[config.mk]
export PLATFORM = sky130hd
export DESIGN_NAME = tcw_addr_unit
export DESIGN_NICKNAME = d
export VERILOG_FILES = /design/src/tcw_addr_unit.sv
export SDC_FILE = /design/constraint.sdc
export NUM_CORES = 1
export LEC_CHECK = 0
export ABC_AREA = 1
export BUFFER_PORTS_ARGS = -buffer_cell sky130_fd_sc_hd__buf_4
export CAP_MARGIN = 20
export CORE_MARGIN = 2
export CORE_UTILIZATION = 48
export DETAILED_ROUTE_END_ITERATION = 10
export GPL_TIMING_DRIVEN = 1
export PLACE_DENSITY = 0.85
export SYNTH_ARGS = -nofsm -noshare
export SYNTH_HDL_FRONTEND = slang
export SYNTH_SLANG_ARGS = --single-unit
[constraint.sdc]
create_clock -name vclk -period 1.93
set_clock_uncertainty 0.15 [all_clocks]
set_input_delay 0.2895 -clock vclk [all_inputs]
set_output_delay 0.2895 -clock vclk [all_outputs]
set_load 0.005 [all_outputs]
[src/tcw_addr_unit.sv]
// Shared word-address unit: base plus offset, wrapped modulo the memory size.
// Operands must sum to less than twice the memory size. No dependencies.
module tcw_addr_unit #(
    parameter int SW           = 13,
    parameter int MEMORY_WORDS = 8192
) (
    input  logic [SW-1:0]                   i_base,
    input  logic [SW-1:0]                   i_offset,
    output logic [$clog2(MEMORY_WORDS)-1:0] o_addr
);

    localparam int AW = $clog2(MEMORY_WORDS);

    logic [SW:0] sum;
    logic [SW:0] wrapped;

    always_comb begin
        sum = {1'b0, i_base} + {1'b0, i_offset};
        if (sum >= (SW+1)'(MEMORY_WORDS)) begin
            wrapped = sum - (SW+1)'(MEMORY_WORDS);
        end else begin
            wrapped = sum;
        end
    end

    assign o_addr = wrapped[AW-1:0];

endmodule

==> results of run 1 <==
==> worst min path at each step <==
stage	cells past startpoint	endpoint	startpoint	slack, ns
after floorplan	1	o_addr[0]	i_offset[0]	0.54
after global placement	3	o_addr[0]	i_offset[0]	0.71
after detailed placement	3	o_addr[0]	i_offset[0]	0.71
after CTS	3	o_addr[0]	i_base[0]	0.70
after global routing	3	o_addr[0]	i_offset[0]	0.73
final	3	o_addr[0]	i_offset[0]	0.72
==> area by class of cell <==
class	instances	area, um^2	area share, %
tap	15	18.8	1.54
inverter	28	105	8.62
multi-input combinational	107	764	62.7
timing repair buffer	43	330	27.1
==> placed cells by master, fill, tap and decap left out, types with 2 or more instances in the layout <==
cell type  synthesis  final
ha_2               0      3
buf_6              0      2
a21oi_2            0      3
ha_1              12      2
nand4_1            4      4
ha_4               0      7
nor2_1             7      4
nand2_2            0      6
xor2_1             8      7
nor2_2             1      4
inv_1             28     28
nand3_1           10      6
nand3_2            2      6
buf_4              0     41
nand2_1           58     52
==> logic make-up after synthesis <==
family | after synthesis | synth area share (%)
and+or+nand+nor | 82 | 48.6
buffers and inverters | 28 | 14.8
xor gates and xnor gates | 8 | 9.86
AOI/OAI and AO/OA | 4 | 2.82
adders and majority gates | 13 | 23.9
==> per-stage QoR <==
| step | util, % | instances |
|---|---|---|
| floorplan | - | 135 |
| CTS | 79.8 | 192 |
| detailed placement | 76.8 | 191 |
| global route | 90.3 | 193 |
| finish | 90.3 | 193 |
| global placement | 76.8 | 191 |
==> where the power goes <==
part | internal, mW | total (mW) | switching, mW
Combinational | 0.214 | 0.426 | 0.212
Clock | 0 | 0 | 0
Sequential | 0 | 0 | 0
Total | 0.214 | 0.426 | 0.212
==> critical path: stages <==
cell,delay [ns]
buf_4,0.11
ha_2,0.38
nand2_1,0.10
nor2_1,0.21
nand2_1,0.14
nand3_1,0.11
nand2_1,0.05
nand2_1,0.06
buf_4,0.10
==> metal layers <==
metal	vias to the layer above	global-route usage [%]	part of all wire (%)
met1	479	29.5	37
li1	501	-	-
met4	0	4.38	5.5
met5	-	0	0
met2	51	48.9	53
met3	18	0.862	3.7
==> repair_timing <==
item                                    CTS  global route
hold buffers                              0             0
gates cloned                              0             0
pin swaps                                 6             6
resized for setup                         7            30
setup buffers                             1             1
endpoints found under the setup margin    5             9
==> results.ini, run 1 <==
[placed_design]
gp_congestion = 0.805
place_area_um2 = 1040
dp_slack_ns = -0.170
hpwl_um = 1910
portBuffers = 39

[sta]
finalCriticalPeriod_ns = 2.00
finalSetupViolCount = 4
tns_ns = -0.103
worst_slew_pin_slew_ns = 0.211
timing.final.hold_violations = 0
rsz0062_at_grt = yes
slew_headroom_pct = 85.9
fmax_ghz = 0.501
worst_hold_slack_ns = 0.724
post-route-period-util_pct = 103
worst_slack_ns = -0.0668
slew_violations = 0

[final_layout]
nFlopsAndLatches = 0
nets = 219
seq_area_um2 = 0
final_area_um2 = 1220
drive_above_1_share_pct = 41.6
num_antenna_cells = 0
area_growth_pct = 71.5
clock_buffers = 0
fillCellCount = 65

[logic_synthesis]
synth.area.top_cells = nand2_1, ha_1, inv_1
ys_warn_count = 0
synth_top_cell_area_share_pct = 30.6
synthCells = 135
ys_types = 11
synth_commonest_cells = nand2_1, inv_1, ha_1
syn-cell-area_um2 = 711
yosysSeqAreaShare_pct = 0
syn_nets = 174
yosysTopAreaCell = nand2_1
synth.most_common_cell = nand2_1
avgSynthCellArea_um2 = 5.26

[worst_setup_path]
path_class = input port to output port
end_kind = output port
worstPathRequired_ns = 1.49
endpoint = o_addr[11]
critPathLaunch = i_offset[9]
critPathMaxFanout = 5
start_kind = input port
critPathArrivalTime_ns = 1.56

[grt]
overflow = 0
grt_pass1_vias = 880
antenna_found_initial = 0
grtUsageTotal_pct = 24.9
grt_max_degree = 7
grt_pass1_wl_um = 3630

[floorplanning]
ioPinCount = 39
coreArea_um2 = 1350
start_util_pct = 52.6
rows = 13
die_y_um = 42.5
die-area_um2 = 1800
die_x_um = 42.5

[outcome]
outcome = finished with violations
failed_checks = setup timing

[routing]
drtIter0Drc = 21
vias = 1049
antenna_left = 0
viasPerCell = 5.44
firstDrtPassIters = 4
totalWireLength_um = 2950
post_drt_wl_per_cell_um = 15.3
drcViolationCount = 0

[min_path]
min_path_type = input port to output port

[run]
cap_violations = 0

[power]
p_leak_nw = 0.705
finalPower_mw = 0.426
cellPowerDensity_nw_per_um2 = 349
ir_drop_uv = 226

Power figures use the tool's default switching activity.
==> run 2, diff against run 1 <==
PLACE_DENSITY = 0.81   (was 0.85)
==> results.ini, run 2 (synthesized netlist as in run 1, its figures left out) <==
[outcome]
outcome = finished with violations
failed_checks = setup timing

[power]
swShare_pct = 51.2
p_leak_nw = 0.698
finalPower_mw = 0.428
p_sw_mw = 0.220
ir_drop_uv = 228
seqPwrFrac_pct = 0
clockPowerShare_pct = 0
cellPowerDensity_nw_per_um2 = 355
p_int_mw = 0.209
power_frac_comb_pct = 100.0

[final_layout]
num_antenna_cells = 0
nets = 218
nFlopsAndLatches = 0
layoutNonFillerInstCount = 192
area_growth_pct = 69.9
final_cell_mix = nand2_1, buf_4, inv_1
final_common_cell = nand2_1
drive_above_1_share_pct = 42.9
seq_area_um2 = 0
clock_buffers = 0

[floorplanning]
die_y_um = 42.5
coreArea_um2 = 1350
die_x_um = 42.5
start_util_pct = 52.6
die-area_um2 = 1800
ioPinCount = 39
rows = 13

[placed_design]
dp_slack_ns = -0.161
hpwl_um = 1760
gp_congestion = 0.841
dpl.cell_count = 192
portBuffers = 39

[grt]
overflow = 0
grt_pass1_wl_um = 3330
grt_max_degree = 7
antenna_found_initial = 0
grt_pass1_vias = 825
grtUsageTotal_pct = 22.5

[worst_setup_path]
critPathMaxFanout = 4
crit_path_top_delay_cell = fa_2
critPathArrivalTime_ns = 1.63
end_kind = output port
worstPathRequired_ns = 1.49
path_cells = buf_6 > ha_4 > fa_2 > nand3_4 > nand3_4 > nand2_1 > nand2_1 > xor2_1 > buf_4
max_stage_delay_ns = 0.37
path_class = input port to output port
start_kind = input port

[routing]
antenna_left = 0
viasPerCell = 5.67
post_drt_wl_per_cell_um = 16.3
firstDrtPassIters = 4
totalWireLength_um = 3130
drcViolationCount = 0
drtIter0Drc = 53
vias = 1088

[sta]
slew_violations = 0
finalSetupViolCount = 4
rsz0062_at_grt = yes
slew_headroom_pct = 86.7
worst_slew_pin_slew_ns = 0.200
finalCriticalPeriod_ns = 2.07
worst_slack_ns = -0.138
fmax_ghz = 0.484
post-route-period-util_pct = 107
timing.final.hold_violations = 0

[min_path]
hold_start = i_offset[0]
min_delay_path_depth = 3
hold-path-endpoint = o_addr[0]
min_path_type = input port to output port

[clocking]
post_cts_buffers = 0

[run]
cap_violations = 0

[run 2: changes by cell type in the layout (fill, tap and decap cells not counted), sizes merged]
cell	before	now
buf	43	42
[run 2: worst max-delay path: cells and delay by family]
kind                     cells  cell delay [ns]
AND/OR/NAND/NOR              4             0.39
adder cells (fa/ha/maj)      2             0.53
XOR/XNOR                     1             0.18
buffers and inverters        2             0.24
[run 2: per-stage QoR]
stage	area [um^2]	setup TNS, ns	hold slack, ns	utilization, %
finish	1210	-0.274	0.736	89.4
CTS	1090	-0.0482	0.701	80.7
detailed placement	1040	-0.556	0.708	77.4
global placement	1040	-0.361	0.710	77.4
global route	1210	-0.571	0.732	89.4
floorplan	711	0	0.538	-
[run 2: worst max path at each step]
stage	start	end	slack, ns	depth (start not counted)
after floorplan	i_base[0]	o_addr[8]	0.11	7
after global placement	i_base[0]	o_addr[8]	-0.11	9
after detailed placement	i_base[0]	o_addr[12]	-0.16	10
after CTS	i_offset[0]	o_addr[6]	-0.03	9
after global routing	i_base[0]	o_addr[6]	-0.19	9
final	i_base[0]	o_addr[6]	-0.14	9
[run 2: final cells by class]
| class | instances | area [um^2] |
|---|---|---|
| multi-input cells | 107 | 761 |
| repair buffers | 42 | 323 |
| fillers | 64 | 143 |
| inverters | 28 | 105 |
| well taps | 15 | 18.8 |
[run 2: power by group through the flow]
stage | sequential, mW | combinational, mW | clock (mW)
2_1_floorplan | 0 | 0.180 | 0
6_report | 0 | 0.428 | 0
3_5_place_dp | 0 | 0.340 | 0
5_1_grt | 0 | 0.458 | 0
4_1_cts | 0 | 0.354 | 0
3_3_place_gp | 0 | 0.330 | 0
[run 2: layer usage]
metal	up-vias	routed length [um]	global-route usage (%)
met5	-	0	0
met4	0	208	3.75
met3	24	200	0
met2	74	1600	44.0
met1	489	1120	27.5
li1	501	-	-
[run 2: timing repair]
| item | CTS | global route |
|---|---|---|
| gates resized for setup | 10 | 30 |
| hold buffers | 0 | 0 |
| setup endpoints to repair | 5 | 8 |
| hold endpoints to repair | 0 | 0 |
| pin swaps | 5 | 6 |
==> run 3, diff against run 2 <==
CORE_MARGIN = 3   (was 2)
==> results.ini, run 3 (synthesized netlist as in run 1, its figures left out) <==
[floorplanning]
coreArea_um2 = 1350
die-area_um2 = 1980
ioPinCount = 39
start_util_pct = 52.6
die_y_um = 44.5
rows = 13
die_x_um = 44.5

[power]
cellPowerDensity_nw_per_um2 = 368
p_leak_nw = 0.706
ir_drop_uv = 241

[grt]
grt_pass1_vias = 918
grt_pass1_wl_um = 3630
antenna_found_initial = 0
grtUsageTotal_pct = 23.2
grt_max_degree = 7
overflow = 0

[sta]
post-route-period-util_pct = 106
fmax_ghz = 0.488
timing.final.hold_violations = 0
rsz0062_at_grt = yes
finalCriticalPeriod_ns = 2.05
tns_ns = -0.327
slew_violations = 0
worst_slew_pin_slew_ns = 0.210
slew_headroom_pct = 86.0
worst_slack_ns = -0.117
finalSetupViolCount = 7

[min_path]
min_path_type = input port to output port

[routing]
antenna_left = 0
firstDrtPassIters = 5
drcViolationCount = 0
viasPerCell = 6.32
post_drt_wl_per_cell_um = 18.9
totalWireLength_um = 3640
vias = 1214
drtIter0Drc = 95

[final_layout]
seq_area_um2 = 0
post-route-util_pct = 92.3
layoutNonFillerInstCount = 192
area_growth_pct = 75.4
nets = 218
final_area_um2 = 1250
nFlopsAndLatches = 0
clock_buffers = 0
num_antenna_cells = 0
final_common_cell = nand2_1
drive_above_1_share_pct = 43.5
final_cell_mix = nand2_1, buf_4, inv_1

[worst_setup_path]
max_stage_delay_ns = 0.30
crit_top_cell = nand2_1
worstPathRequired_ns = 1.49
path_cells = buf_4 > ha_4 > nand2_1 > inv_1 > nand2_1 > nand2_1 > inv_1 > nand2_1 > xor2_1 > buf_4
crit_path_top_delay_cell = ha_4
path_class = input port to output port
critPathMaxFanout = 4
critPathArrivalTime_ns = 1.61
end_kind = output port
start_kind = input port

[placed_design]
portBuffers = 39
dpl.cell_count = 191
place_area_um2 = 1040
dp_slack_ns = -0.145
hpwl_um = 1810
gp_congestion = 0.837

[outcome]
outcome = finished with violations
failed_checks = setup timing

[run]
cap_violations = 0

[clocking]
postCtsHoldBufs = 0

==> run 3: layer usage <==
layer	global-route usage, %	routed length, um	vias to the layer above
li1	-	-	499
met1	26.8	1250	562
met2	46.4	1780	115
met3	0.407	392	38
met4	4.22	208	0
met5	0	0	-
==> run 3: layout make-up <==
cell class	count	area [um^2]
inverters	28	105
repair buffers	42	330
multi-input cells	107	792
fillers	62	104
well taps	15	18.8
==> run 3: critical path: cells and delay by family <==
kind | cells | cell delay (ns)
buffers and inverters | 4 | 0.41
and+or+nand+nor | 4 | 0.39
adders and majority gates | 1 | 0.30
xor gates and xnor gates | 1 | 0.22
==> run 3: power by group <==
group,switching [mW],total [mW],internal [mW]
Combinational,0.238,0.459,0.221
Sequential,0,0,0
Clock,0,0,0
==> run 3: timing repair <==
action                                  4_1_cts  5_1_grt
endpoints found under the setup margin        5        9
resized for setup                             7       38
pin swaps                                     4        6
setup buffers                                 1        0
==> run 3: stage by stage <==
| step | power (mW) | hold WS, ns |
|---|---|---|
| floorplan | 0.180 | 0.538 |
| global placement | 0.328 | 0.710 |
| detailed placement | 0.336 | 0.710 |
| CTS | 0.349 | 0.702 |
| global route | 0.487 | 0.715 |
| finish | 0.459 | 0.704 |
==> run 3: worst paths after layout <==
check	from	to	cells after the start
worst min-delay path	i_base[0]	o_addr[0]	3
worst max-delay path	i_offset[6]	o_addr[7]	10
